## src/hw/rtl/irqcq_ram.sv

```systemverilog
`default_nettype none

module irqcq_ram #(
  parameter int WIDTH = 8,
  parameter int DEPTH = 16,
  localparam int AW = (DEPTH > 1) ? $clog2(DEPTH) : 1
) (
  input  wire logic                   clk,
  input  wire logic                   we,
  input  wire logic [AW-1:0]          waddr,
  input  wire logic [WIDTH-1:0]       wdata,
  input  wire logic                   re,
  input  wire logic [AW-1:0]          raddr,
  output logic      [WIDTH-1:0]       rdata
);

  logic [WIDTH-1:0] mem [DEPTH];

  always_ff @(posedge clk) begin
    if (we) begin
      mem[waddr] <= wdata;
    end
    if (re) begin
      rdata <= mem[raddr];
    end
  end

endmodule

`default_nettype wire

```

## config.mk

```make
export PLATFORM = sky130hd
export DESIGN_NAME = irqcq_ram
export DESIGN_NICKNAME = d
export VERILOG_FILES = /design/src/hw/rtl/irqcq_ram.sv
export SDC_FILE = /design/constraint.sdc
export NUM_CORES = 1
export LEC_CHECK = 0
export BUFFER_PORTS_ARGS = -buffer_cell sky130_fd_sc_hd__buf_4
export CORE_MARGIN = 4
export CORE_UTILIZATION = 54
export CTS_CLUSTER_DIAMETER = 80
export CTS_CLUSTER_SIZE = 30
export DETAILED_ROUTE_END_ITERATION = 7
export PLACE_DENSITY = 0.71
export SYNTH_ARGS = -nofsm -noshare
export SYNTH_HDL_FRONTEND = slang
export SYNTH_SLANG_ARGS = --single-unit
```

## constraint.sdc

```tcl
create_clock -name clk -period 1.95 [get_ports clk]
set_input_delay 0.39 -clock clk [delete_from_list [all_inputs] [get_ports clk]]
set_output_delay 0.39 -clock clk [all_outputs]
set_load 0.03 [all_outputs]
```

==> results of run 1 <==
-- cell usage after synthesis (all sizes together) --
library cell | number | area (um^2)
edfxtp | 136 | 4080
and2 | 1 | 6.26
clkdlybuf4s25 | 3 | 30.0
nor2 | 13 | 48.8
nand2b | 2 | 12.5
nand3 | 1 | 5.00
a22oi | 16 | 120
buf | 7 | 56.3
nor2b | 1 | 6.26
and2b | 1 | 7.51
nor3 | 4 | 20.0
mux4 | 32 | 773
nand3b | 2 | 15.0
nand2 | 9 | 33.8
or3b | 1 | 8.76
-- power groups by stage --
stage,clock network [uW],logic (uW),registers [uW]
2_1_floorplan,0,166,3400
3_3_place_gp,0,350,3370
3_5_place_dp,0,355,3370
4_1_cts,3180,359,3310
5_1_grt,3360,379,3310
6_report,3130,352,3310
-- state kept, by name, summed over array words and instances, names as in the netlist --
register / flops
rdata: 8
mem: 128
-- routing by layer --
| metal | global-route usage (%) | part of all wire, % | vias up |
|---|---|---|---|
| li1 | - | - | 1097 |
| met1 | 25.4 | 43 | 1258 |
| met4 | 7.96 | 1.6 | 0 |
| met3 | 5.59 | 4.8 | 10 |
| met2 | 29.0 | 50 | 78 |
| met5 | 0 | 0 | - |
-- worst max-delay path, stage by stage, from the launching register on --
cell	delay, ns
edfxtp_1	0.35
mux4_1	0.52
a22oi_1	0.26
nand2_1	0.14
-- stage by stage --
| stage | area, um^2 | setup slack, ns | std cells | hold slack (ns) |
|---|---|---|---|---|
| after floorplan | 5230 | 0.0671 | 229 | 0.489 |
| after global placement | 5720 | 0.0442 | 397 | 0.697 |
| after detailed placement | 5720 | 0.0311 | 397 | 0.695 |
| after CTS | 6310 | 0.381 | 429 | 0.152 |
| after global routing | 6310 | 0.344 | 429 | 0.141 |
| final | 6310 | 0.416 | 429 | 0.174 |
-- cell type report --
type                       count  area share [%]
sequential                   136            64.7
multi-input combinational     83            16.8
timing repair buffer          49            6.62
clock buffer                  17            6.56
clock inverter                15            2.80
tap                          129            2.56
-- worst paths after layout --
path,endpoint,cells past startpoint,start,slack [ns]
worst min register to register,rdata[3],3,mem[8][3],0.76
worst min-delay path,rdata[2],1,re,0.17
worst max register to register,rdata[2],3,mem[1][2],0.42
worst max-delay path,rdata[2],3,mem[1][2],0.42
-- kinds of logic after synthesis --
kind of cell,count (synthesis),synth area share [%]
buf+inv,10,1.65
compound gates,16,2.30
mux,32,14.8
simple gates,35,3.14
flops,136,78.1
==> metrics, run 1 <==
DRT iter0 DRCs 158; Avg Synthesized Cell Area 22.8 um^2; Clock Tree Root clkbuf_8; Lkg Pwr 0.00215 uW; Vias/cell 5.69; Post-Syn Nets 248; 1st-pass router iterations 4; Clock Sinks 136; PortBufs 26; Final Cycle Share 78.7%; Cell Int Power 5400 uW; yosys warns 0; RSZ-0062 raised after global routing false; area of the multi-input gates 1060 um^2; routed vias 2443; Seq pwr share 48.7%; Detail Route Antenna Nets 0; first-pass GRT wire length 15100 um; # IOs 27; per-cell routed wire length 22.1 um; #FFs+latches synth 136; CORE AREA 9330 um^2; htree depth 4; cts repair resizes 0; CP Capture Type register; vias in the first global route 2608; row count 35; Synth Cell Area 5230 um^2; initial antenna violation count 0; detailed placement HPWL 6280 um; CP required 2.19 ns; Post-CTS Setup Repair Bufs 0; Slew Limit Fails 0; switching power share of the total 20.5%; fin nets 306; Detailed Route WL 9480 um; Reg clk slew, reported paths 0.06 ns; crit path launch type register; maximum vdd drop 0.692 mV; total gr overflow 0; die height 106 um; switching pwr 1390 uW; Hold-fix buffers, CTS 0; Inserted Diodes 0; sequential area share after synthesis 78.1%; Setup TNS 0 ns; Tightest Pin Transition 0.362 ns; cts bufs inserted 17; Initial Utilization 56.0%; Crit Path Class reg -> reg; Unique masters post-synth 18; Die Area 11300 um^2; outcome finished, final reports clean; FF/Latch Area 4080 um^2; overall power 6790 uW; Post-route DRC 0; die width 106 um; commonest non-fill, non-tap cell in the layout edfxtp_1; largest net degree at the start of global routing 17; P per Cell Area 1080 nW/um^2; fmax 652 MHz; post-layout utilization of the core 67.7%; clock share of power 46.1%; Syn Inst Count 229; Final Critical Period 1.53 ns; Comb power frac 5.2%; area growth from synthesis to layout 20.7%; Worst Path Max Fanout 1; filler cell count in the final layout 566; Slew HR 75.9%; Total Routing Usage GR 18.9%; share of cells above drive strength 1 32.7%; Hold Crit Class in -> reg; Hold Violations, Final 0; most frequent cells in the layout 136 x edfxtp_1, 45 x buf_4, 18 x mux4_2, 16 x a22oi_1, 16 x clkbuf_16; Worst Path Arrival 1.78 ns; MaxCap Viol Count 0; Worst-Skew Late Latency 0.51 ns; final setup vio count 0; CTS tree yes; Clock Tree Buf Depth 2; clock skew 0.00648 ns; gpl congestion 0.738
Note: power is estimated with default switching activity, not from simulation.
==> run 2, diff against run 1 <==
ABC_AREA = 1   (was default)
CORE_UTILIZATION = 61   (was 54)
PLACE_DENSITY = 0.76   (was 0.71)
clock period = 1.6 ns   (was 1.95 ns; I/O delays follow)
==> run 2 against run 1 <==
Net effect: first-iteration DRC count rose to 3.4 times the previous value; combinational power rose by 59%; flip-flop and latch count did not move; critical endpoint is now rdata[1].
==> metrics, run 2 <==
Vias/cell 5.53 (-2.9%); routed vias 4082 (+67%); maximum vdd drop 0.918 mV (+33%); Crit-path slowest cell edfxtp_1; #FFs+latches synth 136 (unchanged); die height 106 um (-0.46%); vias in the first global route 3920 (+50%); Reg clk slew, reported paths 0.06 ns (about the same); P per Cell Area 1260 nW/um^2 (+17%); Post-Layout Inst Area 6880 um^2 (+9.0%); most frequent cells in the layout 173 x nand2_1, 136 x edfxtp_1, 100 x inv_1, 97 x nand3_1, 47 x buf_4; total gr overflow 0 (unchanged); Slew Limit Fails 0 (unchanged); htree depth 4 (unchanged); CP delay by family, top flip-flops; Yosys top cell by area edfxtp_1; Synth area leaders edfxtp_1 70%, nand2_1 11%, nand3_1 8.3%; Worst Path Max Fanout 1 (unchanged); Hold Crit Class in -> reg; Clock Tree Buf Depth 2 (unchanged); CORE AREA 9280 um^2 (-0.47%); die width 106 um (-0.46%); Unique masters post-synth 11 (-7); yosys warns 0 (unchanged); DRT iter0 DRCs 543 (+240%); Placed Instance Area 6250 um^2 (+9.3%); worst path cell trace buf_4; PortBufs 26 (unchanged); Worst Path Arrival 1.11 ns (-0.67 ns); Lkg Pwr 0.00299 uW (+39%); share of cells above drive strength 1 13.3% (-19 points); gpl congestion 0.877 (+19%); Synth top area share 69.8% (-8.3 points); Post-route DRC 0 (unchanged); area of the multi-input gates 1210 um^2 (+15%); Final Critical Period 1.43 ns; fmax 700 MHz; Hold Violations, Final 0 (unchanged); final setup vio count 0 (unchanged); Tightest Pin Transition 0.588 ns (+0.226 ns); # IOs 27 (unchanged); per-cell routed wire length 18.3 um (-17%); Largest regs mem (128), rdata (8); Die Area 11200 um^2 (-0.91%); MaxCap Viol Count 0 (unchanged); largest net degree at the start of global routing 46 (+29); R2R Setup Slk 0.44 ns (+0.02 ns); Post-Syn Nets 570 (+130%); Reg with most FFs mem; sequential area share after synthesis 69.8% (-8.3 points); RSZ-0062 raised after global routing false; most frequent cell after synthesis nand2_1; commonest non-fill, non-tap cell in the layout nand2_1; first-pass GRT wire length 21400 um (+42%); synth cell count leaders 173 x nand2_1, 136 x edfxtp_1, 100 x inv_1; dpl ws 0.0717 ns (+0.0406 ns); Total Routing Usage GR 25.9% (+7.1 points); Post-CTS Setup Repair Bufs 0 (unchanged); Syn Inst Count 551 (+140%); 1st-pass router iterations 5 (+1); Synth Cell Area 5850 um^2 (+12%); cts bufs inserted 17 (unchanged); crit path launch type register; row count 35 (unchanged); Crit path largest cell delay 0.40 ns (-0.12 ns); initial antenna violation count 0 (unchanged); Avg Synthesized Cell Area 10.6 um^2 (-54%); top_reg_cell synth edfxtp_1; Initial Utilization 63.0% (+6.9 points); final worst slack 0.171 ns (-0.245 ns); Hold-fix buffers, CTS 0 (unchanged); max reg flops 128 (unchanged); area growth from synthesis to layout 17.7%; CTS tree yes; CP required 1.28 ns (-0.91 ns); FF/Latch Area 4080 um^2 (unchanged); Final Cycle Share 89.3%; Clock Sinks 136 (unchanged); Setup TNS 0 ns (unchanged); cts repair resizes 0 (unchanged); fin nets 615 (+100%); detailed placement HPWL 8020 um (+28%); Crit Path Class reg -> out; CP Capture Type output port; Hold Slack 0.0840 ns (-0.0899 ns); Detailed Route WL 13500 um (+42%); ys async rst share 0% (unchanged); Worst-Skew Late Latency 0.52 ns (about the same); number of enable flip-flop cells after synthesis 136 (unchanged); post-layout utilization of the core 74.1% (+6.5 points); filler cell count in the final layout 603 (+6.5%); Slew HR 60.8% (-15 points); crit path buf inv count 1 (+1); outcome finished, final reports clean; Clock Tree Root clkbuf_8; Detail Route Antenna Nets 0 (unchanged); clock skew 0.00710 ns (+0.000622 ns); Inserted Diodes 0 (unchanged)
## run 2: cell types whose count changed in the layout (fill, tap and decap cells not counted), moves of 3 or more
| cell | previous run | this run |
|---|---|---|
| nand3_1 | 1 | 97 |
| mux4_2 | 18 | 0 |
| nand2_1 | 9 | 173 |
| clkbuf_1 | 0 | 3 |
| nor3_1 | 4 | 0 |
| nor2_1 | 13 | 17 |
| mux4_1 | 14 | 0 |
| inv_6 | 3 | 0 |
| inv_1 | 0 | 100 |
| a22oi_1 | 16 | 0 |
## run 2: layout make-up
type                            instances  share of cell area [%]
Sequential cell                       136                    59.4
Multi-Input combinational cell        289                    17.6
Clock buffer                           20                    6.18
Timing Repair Buffer                   50                    6.00
Inverter                              102                    5.56
Clock inverter                         12                    2.91
Tap cell                              129                    2.35
## run 2: power by group
part           switching, uW  internal (uW)
Clock                   1420           2690
Combinational            384            174
Sequential              22.2           4010
## run 2: cells by family after synthesis
group,Yosys count,synth area share (%)
simple gates,289,20.8
flops,136,69.8
buf+inv,126,9.39
## run 2: routing by layer
layer | wire (um) | track usage (%) | up-vias
li1 | - | - | 1870
met1 | 5330 | 36.3 | 1913
met2 | 6470 | 41.4 | 261
met3 | 1390 | 6.01 | 38
met4 | 312 | 7.12 | 0
met5 | 0 | 0 | -
## run 2: final timing paths
path              start        to  cells past startpoint
max reg2reg  mem[14][4]  rdata[4]                      6
max            rdata[1]  rdata[1]                      1
min reg2reg  mem[10][7]  rdata[7]                      6
min                  re  rdata[3]                      1
## run 2: stage by stage
stage / cells / total power, uW
floorplan: 551 / 4420
global placement: 706 / 4640
detailed placement: 706 / 4650
CTS: 738 / 8710
global route: 738 / 8990
finish: 738 / 8700
==> run 3, diff against run 2 <==
ABC_AREA = default   (was 1)
CORE_UTILIZATION = 60   (was 61)
PLACE_DENSITY = 0.75   (was 0.76)
==> run 3 against run 2 <==
Net effect: clock power shrank 13%; critical endpoint is now rdata[7]; total power fell by 7.4%; critical path type is now reg -> reg; first-iteration DRC count fell by 60%; hold slack improved by 0.032 ns; register-to-register slack got worse by 0.39 ns; core utilization is 0.96 points higher; sequential power hardly changed; largest cell class unchanged; combinational power is 21% lower.
==> metrics, run 3 (synthesis results as in run 1) <==
row count 33 (-5.7%); fmax 645 MHz (-7.8%); final setup vio count 0 (unchanged); CTS tree yes; Post-CTS Setup Repair Bufs 0 (unchanged); gpl congestion 0.790 (-9.9%); area of the multi-input gates 1060 um^2 (-12%); Comb power frac 5.5% (-0.9 points); htree depth 4 (unchanged); Inserted Diodes 0 (unchanged); met3 usage 5.79% (-0.23 points); commonest non-fill, non-tap cell in the layout edfxtp_1; Reg clk slew, reported paths 0.06 ns (about the same); Vias/cell 6.27 (+13%); initial antenna violation count 0 (unchanged); Cell Int Power 6400 uW (-6.8%); CORE AREA 8340 um^2 (-10%); Largest regs mem (128), rdata (8); MaxCap Viol Count 0 (unchanged); routed vias 2544 (-38%); Seq pwr share 50.2% (+3.8 points); Clock Sinks 136 (unchanged); Reg with most FFs mem; CP Capture Type register; Hold Violations, Final 0 (unchanged); Layout Cells excl Fill 406 (-45%); RSZ-0062 raised after global routing false; Hold-fix buffers, CTS 0 (unchanged); Clock Tree Buf Depth 2 (unchanged); clock share of power 44.3% (-2.9 points); busiest layer in global routing met2; vias in the first global route 2691 (-31%); Slew Limit Fails 0 (unchanged); Worst Path Max Fanout 1 (unchanged); Final Cycle Share 96.9% (+7.5 points); DRT iter0 DRCs 216 (-60%); Crit-path slowest cell mux4_2; Slew HR 53.3% (-7.5 points); clock skew 0.0103 ns (+0.00322 ns); Clock Tree Root clkbuf_8; Final Critical Period 1.55 ns (+0.121 ns); Setup TNS 0 ns (unchanged); Worst Path Arrival 1.80 ns (+0.69 ns); first-pass GRT wire length 16100 um (-25%); switching pwr 1650 uW (-9.6%); Worst-Skew Late Latency 0.52 ns (about the same); FF/Latch Area 4080 um^2 (unchanged); Die Area 10300 um^2 (-8.4%); 1st-pass router iterations 4 (-1); # IOs 27 (unchanged); total gr overflow 0 (unchanged); CP required 1.85 ns (+0.57 ns); worst path cell trace mux4_2 -> a22oi_1 -> nand2_1; P per Cell Area 1290 nW/um^2 (+1.7%); detailed placement HPWL 6490 um (-19%); max reg flops 128 (unchanged); Total Routing Usage GR 22.9% (-3.1 points); placed cells 375 (-47%); maximum vdd drop 0.982 mV (+6.9%); most frequent cells in the layout 136 x edfxtp_1, 47 x buf_4, 18 x mux4_2, 16 x a22oi_1, 16 x clkbuf_16; crit path launch type register; Detail Route Antenna Nets 0 (unchanged); met2 Resource Use GR 34.9% (-6.5 points); Crit Path Class reg -> reg; cts bufs inserted 17 (unchanged); share of cells above drive strength 1 33.6% (+20 points); largest net degree at the start of global routing 17 (-63%); filler cell count in the final layout 458 (-24%); Crit path largest cell delay 0.49 ns (+0.09 ns); Lkg Pwr 0.00214 uW (-28%); met1 GRT Util 31.8% (-4.5 points); per-cell routed wire length 25.3 um (+38%); area growth from synthesis to layout 19.8%; Initial Utilization 62.7% (-0.30 points); outcome finished, final reports clean; die height 101 um (-4.3%); Tightest Pin Transition 0.700 ns (+0.112 ns); die width 101 um (-4.3%); Hold Crit Class in -> reg; PortBufs 26 (unchanged); post-layout utilization of the core 75.1% (+0.96 points); switching power share of the total 20.5% (-0.49 points); Placed Instance Area 5710 um^2 (-8.7%); Post-Layout Inst Area 6260 um^2 (-9.0%); fin nets 308 (-50%); Post-route DRC 0 (unchanged); cts repair resizes 0 (unchanged); Detailed Route WL 10300 um (-24%)
run 3: changes by cell type in the layout (fill, tap and decap cells not counted), moves of 4 or more:
cell,previous run,this run
a22oi_1,0,16
mux4_1,0,14
inv_1,100,0
mux4_2,0,18
nand3_1,97,1
nand2_1,173,9
nor2_1,17,13
run 3: through the flow:
stage,hold WS (ns),setup slack (ns),total power (uW)
after floorplan,0.419,0.00404,4340
after global placement,0.633,-0.242,4540
after detailed placement,0.638,-0.263,4560
after CTS,0.0951,0.0536,8120
after global routing,0.106,0.0268,8320
final,0.116,0.0499,8050
run 3: area by class of cell:
class / instances / area share [%]
Multi-Input combinational cell: 83 / 17.0
Sequential cell: 136 / 65.2
Clock inverter: 13 / 2.12
Tap cell: 105 / 2.10
Timing Repair Buffer: 51 / 6.91
Clock buffer: 18 / 6.67
run 3: per-layer routing:
metal / up-vias / share of wire, %
met5: - / 0
met4: 0 / 2.7
met3: 17 / 9.1
met2: 134 / 50
met1: 1292 / 39
li1: 1101 / -
run 3: worst paths after layout:
path	from	to	slack, ns	cells past startpoint
setup / recovery	mem[11][7]	rdata[7]	0.05	3
hold / removal	wdata[0]	mem[1][0]	0.12	1
setup reg to reg	mem[11][7]	rdata[7]	0.05	3
hold reg to reg	mem[8][2]	rdata[2]	0.76	3
run 3: power by group through the flow:
stage          combinational, uW  clock, uW  sequential, uW
5_1_grt                      476       3800            4050
3_5_place_dp                 443          0            4110
4_1_cts                      447       3630            4040
6_report                     442       3570            4040
3_3_place_gp                 434          0            4110
2_1_floorplan                205          0            4140
run 3: worst max-delay path, delay by kind of cell, from the launching register on:
kind	cells	cell delay, ns
DFF	1	0.38
muxes	1	0.49
AOI/OAI and AO/OA	1	0.33
and+or+nand+nor	1	0.09
