### config.mk
export PLATFORM = sky130hd
export DESIGN_NAME = irqcq_update
export DESIGN_NICKNAME = d
export VERILOG_FILES = /design/src/hw/rtl/irqcq_pkg.sv /design/src/hw/rtl/irqcq_update.sv
export SDC_FILE = /design/constraint.sdc
export NUM_CORES = 1
export LEC_CHECK = 0
export BUFFER_PORTS_ARGS = -buffer_cell sky130_fd_sc_hd__buf_2
export CAP_MARGIN = 40
export CORE_AREA = 2 2 174 176
export DETAILED_ROUTE_END_ITERATION = 8
export DIE_AREA = 0 0 176 178
export GPL_TIMING_DRIVEN = 0
export PLACE_DENSITY = 0.48
export SYNTH_ARGS = -nofsm -noshare
export SYNTH_HDL_FRONTEND = slang
export SYNTH_SLANG_ARGS = --single-unit
### constraint.sdc
create_clock -name vclk -period 4.22
set_input_delay 0.633 -clock vclk [all_inputs]
set_output_delay 0.633 -clock vclk [all_outputs]
set_load 0.01 [all_outputs]
### src/hw/rtl/irqcq_pkg.sv
`default_nettype none

package irqcq_pkg;

  localparam int QUEUE_DEPTH_DEF  = 16;
  localparam int SOURCE_COUNT_DEF = 6;

  localparam int SRC_W   = 3;
  localparam int EN_W    = 6;
  localparam int DATUM_W = 32;
  localparam int KIND_W  = 16;
  localparam int TICK_W  = 32;
  localparam int SEQ_W   = 16;
  localparam int CNT_W   = 32;
  localparam int PEND_W  = 5;

  localparam int ENTRY_W      = TICK_W + DATUM_W + KIND_W + SEQ_W;
  localparam int META_FIXED_W = 2 * CNT_W + SEQ_W;

  localparam int IN_DATA_W   = DATUM_W + KIND_W + TICK_W;
  localparam int IN_USER_W   = 1 + SRC_W;
  localparam int OUT_RAW_W   = ENTRY_W + PEND_W + 2 * CNT_W;
  localparam int OUT_DATA_W  = ((OUT_RAW_W + 7) / 8) * 8;
  localparam int OUT_USER_W  = 3;

  typedef enum logic {
    CMD_EVENT = 1'b0,
    CMD_TAKE  = 1'b1
  } cmd_t;

  typedef enum logic [OUT_USER_W-1:0] {
    STATUS_OK         = 3'd0,
    STATUS_EMPTY      = 3'd1,
    STATUS_DROPPED    = 3'd2,
    STATUS_BAD_SOURCE = 3'd3,
    STATUS_DISABLED   = 3'd4
  } status_t;

  typedef enum logic [2:0] {
    ST_IDLE = 3'b001,
    ST_META = 3'b010,
    ST_DONE = 3'b100
  } state_t;

  typedef struct packed {
    logic meta_we;
    logic ent_we;
    logic ent_re;
  } step_ctl_t;

  typedef struct packed {
    status_t           status;
    logic              take_ok;
    logic [PEND_W-1:0] pending;
    logic [CNT_W-1:0]  seen;
    logic [CNT_W-1:0]  lost;
  } step_res_t;

endpackage

`default_nettype wire

### src/hw/rtl/irqcq_update.sv
`default_nettype none

module irqcq_update import irqcq_pkg::*; #(
  parameter int QUEUE_DEPTH  = QUEUE_DEPTH_DEF,
  parameter int SOURCE_COUNT = SOURCE_COUNT_DEF
) (
  input  wire logic                                  cmd,
  input  wire logic [SRC_W-1:0]                      src,
  input  wire logic [EN_W-1:0]                       enabled,
  input  wire logic [DATUM_W-1:0]                    datum,
  input  wire logic [KIND_W-1:0]                     kind,
  input  wire logic [TICK_W-1:0]                     tick,
  input  wire logic [2*$clog2(2*QUEUE_DEPTH)+META_FIXED_W-1:0] meta_cur,
  output logic      [2*$clog2(2*QUEUE_DEPTH)+META_FIXED_W-1:0] meta_next,
  output logic      [$clog2(SOURCE_COUNT*QUEUE_DEPTH)-1:0]     ent_addr,
  output logic      [ENTRY_W-1:0]                    ent_wdata,
  output step_ctl_t                                  ctl,
  output step_res_t                                  res
);

  localparam int PW  = $clog2(2 * QUEUE_DEPTH);
  localparam int EAW = $clog2(SOURCE_COUNT * QUEUE_DEPTH);
  localparam logic [PW:0]    SPAN    = (PW+1)'(2 * QUEUE_DEPTH);
  localparam logic [PW-1:0]  SPAN_M1 = PW'(2 * QUEUE_DEPTH - 1);
  localparam logic [PW-1:0]  QD_P    = PW'(QUEUE_DEPTH);
  localparam logic [EAW-1:0] QD_E    = EAW'(QUEUE_DEPTH);

  typedef struct packed {
    logic [SEQ_W-1:0] seq;
    logic [CNT_W-1:0] lost;
    logic [CNT_W-1:0] seen;
    logic [PW-1:0]    rp;
    logic [PW-1:0]    wp;
  } meta_t;

  meta_t cur;
  meta_t nxt;
  logic [PW:0]            diff;
  logic [PW:0]            occ_wide;
  logic [PW-1:0]          occ;
  logic [PW-1:0]          occ_after;
  logic [PW-1:0]          wp_slot;
  logic [PW-1:0]          rp_slot;
  logic [2**SRC_W-1:0]    en_ext;
  logic                   src_ok;
  logic                   en;
  logic                   full;
  logic                   empty;

  function automatic logic [PW-1:0] ptr_inc(input logic [PW-1:0] p);
    return (p == SPAN_M1) ? '0 : p + 1'b1;
  endfunction

  function automatic logic [PW-1:0] ptr_slot(input logic [PW-1:0] p);
    return (p >= QD_P) ? p - QD_P : p;
  endfunction

  assign cur       = meta_t'(meta_cur);
  assign meta_next = nxt;

  assign diff     = {1'b0, cur.wp} - {1'b0, cur.rp};
  assign occ_wide = diff[PW] ? diff + SPAN : diff;
  assign occ      = occ_wide[PW-1:0];
  assign full     = (occ == QD_P);
  assign empty    = (occ == '0);
  assign wp_slot  = ptr_slot(cur.wp);
  assign rp_slot  = ptr_slot(cur.rp);

  assign src_ok = ({1'b0, src} < (SRC_W+1)'(SOURCE_COUNT));
  assign en_ext = (2**SRC_W)'(enabled);
  assign en     = en_ext[src];

  assign ent_wdata = {cur.seq, kind, datum, tick};

  always_comb begin
    nxt       = cur;
    ctl       = '0;
    res       = '0;
    occ_after = occ;
    ent_addr  = EAW'(src) * QD_E + EAW'(wp_slot);
    if (!src_ok) begin
      res.status = STATUS_BAD_SOURCE;
    end else begin
      res.status  = STATUS_OK;
      ctl.meta_we = 1'b1;
      if (cmd == CMD_EVENT) begin
        if (!en) begin
          res.status  = STATUS_DISABLED;
          ctl.meta_we = 1'b0;
        end else begin
          nxt.seen = cur.seen + 1'b1;
          nxt.seq  = cur.seq + 1'b1;
          if (full) begin
            nxt.lost   = cur.lost + 1'b1;
            res.status = STATUS_DROPPED;
          end else begin
            ctl.ent_we = 1'b1;
            nxt.wp     = ptr_inc(cur.wp);
            occ_after  = occ + 1'b1;
          end
        end
      end else begin
        if (empty) begin
          res.status = STATUS_EMPTY;
        end else begin
          ctl.ent_re  = 1'b1;
          res.take_ok = 1'b1;
          ent_addr    = EAW'(src) * QD_E + EAW'(rp_slot);
          nxt.rp      = ptr_inc(cur.rp);
          occ_after   = occ - 1'b1;
        end
      end
      res.pending = PEND_W'(occ_after);
      res.seen    = nxt.seen;
      res.lost    = nxt.lost;
    end
  end

endmodule

`default_nettype wire

==> metrics.txt, run 1 <==
Max Slew Vio Count=0; Synthesis Warnings=0; largest net degree at the start of global routing=11; Clock power frac=0%; WP data required=3.59 ns; commonest non-fill, non-tap cells in the layout=buf_2, buf_4, nand2_1; IO Port Bufs=368; initial antenna violation count=0; slowest stage cell, crit path=or4_1; HPWL after detailed placement=20.6 mm; cells taking the most area after synthesis=buf_4, xnor2_1, nand2_1; num rows=63; fmax=0.245 GHz; Post-Syn Instances=642; CP Class=input pin to output port; Worst Setup Start Kind=input pin; post-synth top area share=17.1%; slew margin rel.=48.5%; Die Wd=176 um; Detailed Route Iter0 Violations=212; Sw Ratio=56.4%; CP Max Fanout=6; Yosys top cell by area=buf_4; final worst-path cycle share=96.6%; Hold Path Class=input pin to output port; # IOs=449; share of layout cells above drive strength 1=53.1%; register area share after synthesis=0%; drt first pass iters=5; die height=178 um; crit end category=output port; Vias/cell=4.27; cell area after synthesis=4250 sq um; Period minus WS final=4.08 ns; Slew @ Worst Pin=0.772 ns; die area=31300 sq um; Sw Pwr=0.436 mW; Pwr Density=112 nW/um^2; total gr overflow=0; # DRC=0; status=finished, final reports clean; P&R area growth vs syn=62.6%; # Max-Cap Violations=0; RSZ-0062 raised after global routing=true; cts hold-fix bufs=0; CP cell instances=buf_4 > inv_2 > ha_1 > inv_1 > fa_2 > inv_2 > ha_2 > nor2b_4 > and4_4 > o211ai_4 > buf_6 > or4_1 > a21oi_2 > buf_4; Fillers=3386; sequential cells=0; CP arrival=3.44 ns; CLK BUF=0; initial core utilization=14.5%; final hold violations=0; Comb power frac=100.0%; Multi-input gate area=3500 sq um; Net count, final=1224; worst vdd ir=0.0000312 V; wire length per cell=17.0 um; Final Util=23.5%; Reg power frac=0%; Post-Syn Area per Cell=6.62 sq um; first-pass GRT wire length=33.5 mm; final wirelength=24.0 mm; vias in the first global route=5594; Register Area=0 sq um; leak pwr=3.53 nW; Placer Congestion=0.851; GR Util All Layers=13.9%; # setup viols final=0; Pint=0.336 mW; DR vias=6019; Core Area=29400 sq um; n_diodes=0; Netlist cell types=57; Routed Antenna Nets=0; most common cell after layout, fill and taps aside=buf_2; CP peak stage delay=0.51 ns; hold_ws=1.45 ns
==> power by group through the flow <==
stage	combinational (mW)	clock, mW	sequential, mW
detailed placement	0.748	0	0
global route	0.849	0	0
global placement	0.745	0	0
CTS	0.773	0	0
floorplan	0.396	0	0
finish	0.772	0	0
==> final timing paths <==
path | slack, ns | to | start | depth (start not counted)
max | 0.14 | res[15] | meta_cur[0] | 14
min | 1.45 | ent_wdata[75] | kind[11] | 2
==> per-layer routing <==
metal,GRT usage [%],wire (um)
met1,17.3,9970
met2,26.6,12500
met3,1.09,1250
met4,1.96,361
met5,0,0
==> critical path: cells and delay by family <==
family                   cells  cell delay [ns]
AND/OR/NAND/NOR              3             0.92
adder cells (fa/ha/maj)      3             0.85
buffers and inverters        6             0.71
AO/OA/AOI/OAI                2             0.31
==> per-stage QoR <==
stage	worst slack [ns]	TNS [ns]	power [mW]	instance area, sq um	instances
finish	0.144	0	0.772	6910	1411
global route	-0.0276	-0.200	0.849	6910	1411
CTS	0.00987	0	0.773	6780	1409
detailed placement	-0.491	-22.86	0.748	6630	1405
global placement	-0.525	-25.08	0.745	6580	1401
floorplan	0.528	0	0.396	4250	643
==> cells in the mapped netlist, drive strengths merged, types with 11 or more instances <==
cell type  count
a21oi         29
or4           15
o21ai         27
and2          25
and4          11
nor2          16
o31ai         11
nand4         17
or3           14
buf          111
mux2i         19
xor2          26
nor3          17
xnor2         37
nor4          13
nand2         85
nand3         37
and3          15
ha            20
inv           21
clkbuf        12
==> cell families after synthesis <==
kind of cell | after synthesis | synth area share (%)
other | 1 | 0.0883
and+or+nand+nor | 289 | 37.5
muxes | 28 | 7.13
adders and majority gates | 21 | 6.36
AOI/OAI and AO/OA | 96 | 14.1
xor gates and xnor gates | 63 | 13.0
buffers and inverters | 144 | 21.8
==> cell type report <==
class	instances	share of cell area (%)
multi-input combinational	499	50.6
timing repair buffer	378	28.5
inverter	21	1.14
buffer	123	12.7
tap	390	7.06
==> repair_timing <==
item                                    CTS  global route
pin swaps                                 2             4
buffers inserted                          2             2
cloned                                    2             0
hold endpoints to repair                  0             0
resized for setup                        27            26
endpoints found under the setup margin   87            58
(Power assumes the default switching activity.)
==> inputs of run 2 (changes only) <==
CORE_AREA = 2 2 173 175   (was 2 2 174 176)
DIE_AREA = 0 0 175 177   (was 0 0 176 178)
PLACE_DENSITY = 0.5   (was 0.48)
clock period = 3.35 ns   (was 4.22 ns; I/O delays follow)
==> run 2 against run 1 <==
The flow now finishes with violations (setup timing). Total power increased by 46%. Combinational power up 46%. Sequential share of layout area is the same. Via count is 2.3% higher. Final cell count up 1.8%. Design area increased by 15%. Critical path type unchanged.
==> metrics.txt, run 2 (same netlist as run 1, synthesis figures left out) <==
status=complete, but fails checks; violations in the final reports=setup timing; Routed Antenna Nets=0 (unchanged); Net count, final=1250 (+2.1%); RSZ-0062 raised after global routing=true; Slew @ Worst Pin=0.882 ns (+0.110 ns); Die Wd=175 um (-0.57%); IO Port Bufs=368 (unchanged); Final Util=27.1% (+3.6 points); CP Capture Point=res[31]; CP arrival=3.08 ns (-0.36 ns); Final WS setup=-0.236 ns (-0.379 ns); CP Max Fanout=6 (unchanged); total gr overflow=0 (unchanged); Detailed Route Iter0 Violations=242 (+14%); largest net degree at the start of global routing=17 (+6); GR Util All Layers=13.8% (-0.17 points); worst vdd ir=0.0000736 V (+140%); commonest non-fill, non-tap cells in the layout=buf_2, buf_4, nand2_1; Vias/cell=4.28 (+0.41%); vias in the first global route=5674 (+1.4%); slew margin rel.=41.2% (-7.3 points); Pwr Density=142 nW/um^2 (+27%); drt first pass iters=4 (-1); Max Slew Vio Count=0 (unchanged); die area=31000 sq um (-1.1%); sequential cells=0 (unchanged); initial core utilization=14.5% (+0.078 points); Core Area=29200 sq um (-0.54%); slowest stage cell, crit path=fa_2; CP peak stage delay=0.45 ns (-0.06 ns); # setup viols final=75 (+75); crit path from=meta_cur[0]; final wirelength=23.5 mm (-2.1%); wire length per cell=16.4 um (-3.8%); initial antenna violation count=0 (unchanged); WP data required=2.85 ns (-0.74 ns); Sum Neg Setup Slack=-8.77 ns (-8.77 ns); Period minus WS final=3.59 ns; die height=177 um (-0.56%); P&R area growth vs syn=86.6%; # Max-Cap Violations=0 (unchanged); first-pass GRT wire length=33.2 mm (-0.68%); CLK BUF=0 (unchanged); share of layout cells above drive strength 1=62.0% (+8.9 points); final worst-path cycle share=107%; HPWL after detailed placement=19.4 mm (-5.9%); most common cell after layout, fill and taps aside=buf_2; # DRC=0 (unchanged); n_diodes=0 (unchanged); final hold violations=0 (unchanged); num rows=63 (unchanged); Worst Setup Start Kind=input pin; DR vias=6155 (+2.3%); Hold Path Class=input pin to output port; leak pwr=3.94 nW (+12%); CP Class=input pin to output port; Register Area=0 sq um (unchanged); crit end category=output port; Placer Congestion=0.851 (about the same); fmax=0.279 GHz; # IOs=449 (unchanged); CP cell instances=buf_8 > inv_6 > ha_4 > inv_2 > fa_2 > inv_2 > ha_4 > nor2b_4 > and4_4 > o211ai_4 > buf_8 > nor4_4 > mux2i_2 > buf_2
## run 2: what timing repair did
| item | in CTS | in global routing |
|---|---|---|
| hold buffers | 0 | 0 |
| gates resized for setup | 147 | 65 |
| gates cloned | 6 | 0 |
| pin swaps | 40 | 35 |
| endpoints found under the setup margin | 101 | 97 |
| buffers inserted | 24 | 7 |
## run 2: critical path, delay by kind of cell
| family | cells | cell delay [ns] |
|---|---|---|
| compound gates | 1 | 0.16 |
| mux | 1 | 0.33 |
| simple gates | 3 | 0.70 |
| fa+ha+maj | 3 | 0.72 |
| buf+inv | 6 | 0.65 |
## run 2: through the flow
step | instances | setup WS, ns | total power, mW | area [sq um] | hold slack [ns]
finish | 1437 | -0.236 | 1.13 | 7930 | 1.19
detailed placement | 1406 | -0.991 | 0.943 | 6670 | 1.19
global placement | 1401 | -0.983 | 0.935 | 6620 | 1.19
global route | 1437 | -0.328 | 1.22 | 7930 | 1.19
floorplan | 643 | -0.00945 | 0.505 | 4290 | 1.09
CTS | 1434 | -0.339 | 1.08 | 7620 | 1.19
## run 2: cell type report
cell class	instances	area [sq um]
plain buffers	121	916
fillers	3258	21300
inverters	21	88.8
multi-input cells	499	4080
well taps	390	488
repair buffers	406	2360
## run 2: metal layers
layer / global-route usage, % / up-vias / share of wire (%)
met5: 0 / - / 0
met4: 1.67 / 0 / 1.6
met3: 1.57 / 17 / 6.5
met2: 25.4 / 293 / 50
met1: 17.6 / 2830 / 42
li1: - / 3015 / -
## run 2: where the power goes
part           leakage, nW  internal, mW  switching (mW)
logic                 3.94         0.513           0.612
registers                0             0               0
clock network            0             0               0
## run 2: how the worst min path moves through the flow
stage | slack, ns | start | to | cells past startpoint
finish | 1.19 | datum[2] | ent_wdata[34] | 2
CTS | 1.19 | tick[14] | ent_wdata[14] | 2
global route | 1.19 | tick[9] | ent_wdata[9] | 2
detailed placement | 1.19 | datum[1] | ent_wdata[33] | 2
floorplan | 1.09 | meta_cur[24] | meta_next[24] | 1
global placement | 1.19 | datum[16] | ent_wdata[48] | 2
==> inputs of run 3 (changes only) <==
ABC_AREA = 1   (was not set)
CORE_AREA = 2 2 176 178   (was 2 2 173 175)
DIE_AREA = 0 0 178 180   (was 0 0 175 177)
PLACE_DENSITY = 0.53   (was 0.5)
==> run 3 against run 2 <==
The run now ends clean. Total power rose by 0.10%. First-iteration DRC count grew 57%. Non-clock buffer count decreased by 15. Area after synthesis increased by 30%. Count of clock-buffer cells in the layout is the same. Wire length increased by 21%. Synthesized cell count is 77% higher. Core utilization rose by 0.76 points. Die area up 3.4%.
==> metrics.txt, run 3 <==
# Max-Cap Violations=0 (unchanged); worst vdd ir=0.0000747 V (+1.4%); first-pass GRT wire length=42.1 mm (+27%); HPWL after detailed placement=24.3 mm (+25%); slowest stage cell, crit path=fa_1; Vias/cell=4.35 (+1.5%); Detailed Route Iter0 Violations=380 (+57%); CLK BUF=0 (unchanged); Register Area=0 sq um (unchanged); hold path depth=2 (unchanged); Yosys top cell by area=nand2_1; P&R area growth vs syn=51.9%; most common cell after layout, fill and taps aside=buf_2; die height=180 um (+1.7%); Netlist cell types=36 (-37%); fmax=0.304 GHz (+9.1%); status=finished, final reports clean; n_diodes=0 (unchanged); crit end category=output port; Worst Setup Start Kind=input pin; Die Wd=178 um (+1.7%); RSZ-0062 raised after global routing=true; WP data required=2.85 ns (about the same); largest net degree at the start of global routing=12 (-5); final worst-path cycle share=98.1% (-8.9 points); Slew @ Worst Pin=0.756 ns (-0.126 ns); most frequent cell after synthesis=nand2_1; DR vias=8366 (+36%); fin area=8410 sq um (+6.1%); pre-CTS setup slack=-0.311 ns (+0.681 ns); Final WS setup=0.0626 ns (+0.298 ns); share of layout cells above drive strength 1=39.0% (-23 points); post-synth top area share=24.9% (+7.8 points); Sum Neg Setup Slack=0 ns (+8.77 ns); total gr overflow=0 (unchanged); CP cell instances=buf_12 > clkinv_8 > ha_4 > inv_4 > fa_1 > inv_2 > ha_4 > inv_4 > nor2_4 > nand3_4 > nor2_8 > buf_8 > nand2_1 > nand2_1 > nand3_2 > nand2_1 > buf_2; final hold violations=0 (unchanged); Core Area=30200 sq um (+3.2%); most frequent CP cell=nand2_1; Sw Ratio=59.4% (+5.1 points); CP Max Fanout=6 (unchanged); Clock power frac=0% (unchanged); Pwr Density=134 nW/um^2 (-5.7%); placed cell areas=7920 sq um (+19%); GR Util All Layers=16.6% (+2.8 points); Post-Syn Area per Cell=4.86 sq um (-27%); Min-Delay Endpoint=ent_wdata[4]; # DRC=0 (unchanged); Sw Pwr=0.669 mW (+9.4%); CP Class=input pin to output port; Final Util=27.9% (+0.76 points); sequential cells=0 (unchanged); register area share after synthesis=0% (unchanged); cell area after synthesis=5540 sq um (+30%); # setup viols final=0 (-100%); HP Start=tick[4]; Synth top cells by count=nand2_1, inv_1, nand3_1, nor2_1, buf_4; cells taking the most area after synthesis=nand2_1, buf_4, inv_1; Placer Congestion=0.905 (+6.3%); leak pwr=5.13 nW (+30%); Synthesis Warnings=0 (unchanged); slew margin rel.=49.6% (+8.4 points); Hold Path Class=input pin to output port; Comb power frac=100.0% (about the same); CP arrival=2.78 ns (-0.30 ns); Net count, final=1732 (+39%); drt first pass iters=7 (+3); commonest non-fill, non-tap cells in the layout=buf_2, nand2_1, inv_1; Reg power frac=0% (unchanged); CP peak stage delay=0.47 ns (+0.02 ns); Routed Antenna Nets=0 (unchanged); Pint=0.457 mW (-11%); cts hold-fix bufs=0 (unchanged); Post-Syn Instances=1139 (+77%); vias in the first global route=7776 (+37%); initial core utilization=18.3% (+3.8 points); Period minus WS final=3.29 ns (-0.298 ns); initial antenna violation count=0 (unchanged); crit path from=meta_cur[0]; Max Slew Vio Count=0 (unchanged); num rows=64 (+1.6%); IO Port Bufs=368 (unchanged); # IOs=449 (unchanged); die area=32000 sq um (+3.4%); final wirelength=28.4 mm (+21%); wire length per cell=14.8 um (-9.8%)
==> run 3: stage by stage <==
step                power, mW  hold slack, ns  std cells
finish                   1.13            1.19       1925
global route             1.25            1.19       1925
CTS                      1.11            1.19       1919
detailed placement       1.08            1.19       1907
global placement         1.07            1.19       1904
floorplan               0.592            1.09       1140
==> run 3: critical path: cells and delay by family <==
family	cells	cell delay, ns
adder cells (fa/ha/maj)	3	0.73
buffers and inverters	7	0.62
AND/OR/NAND/NOR	7	0.91
==> run 3: cell type report <==
type,count,area (sq um)
Buffer,124,893
Inverter,202,776
Tap cell,396,495
Timing Repair Buffer,388,2120
Multi-Input combinational cell,815,4130
Fill cell,3493,21800
==> run 3: repair_timing <==
item | CTS | global route
cloned | 2 | 1
setup buffers | 10 | 5
pin swaps | 9 | 26
resized for setup | 29 | 72
setup endpoints to repair | 75 | 75
==> run 3: how the worst max path moves through the flow <==
stage	slack [ns]	end	cells past startpoint
final	0.06	meta_next[64]	17
after global routing	-0.08	meta_next[55]	17
after CTS	0.004	res[7]	17
after detailed placement	-0.31	meta_next[62]	17
after global placement	-0.27	res[12]	17
after floorplan	0.40	res[2]	13
==> run 3: metal layers <==
metal / global-route usage, % / part of all wire [%]
met1: 20.6 / 42
met2: 30.5 / 49
met3: 1.90 / 7.0
met4: 2.85 / 1.8
met5: 0 / 0
==> run 3: logic make-up after synthesis <==
logic type / count (synthesis) / synth area share [%]
and+or+nand+nor: 678 / 52.7
other: 1 / 0.0677
buffers and inverters: 326 / 29.7
xor gates and xnor gates: 32 / 5.06
adders and majority gates: 21 / 4.88
AOI/OAI and AO/OA: 81 / 7.63
==> run 3: power by group through the flow <==
stage / registers (mW) / clock network, mW / logic, mW
2_1_floorplan: 0 / 0 / 0.592
3_3_place_gp: 0 / 0 / 1.07
3_5_place_dp: 0 / 0 / 1.08
4_1_cts: 0 / 0 / 1.11
5_1_grt: 0 / 0 / 1.25
6_report: 0 / 0 / 1.13
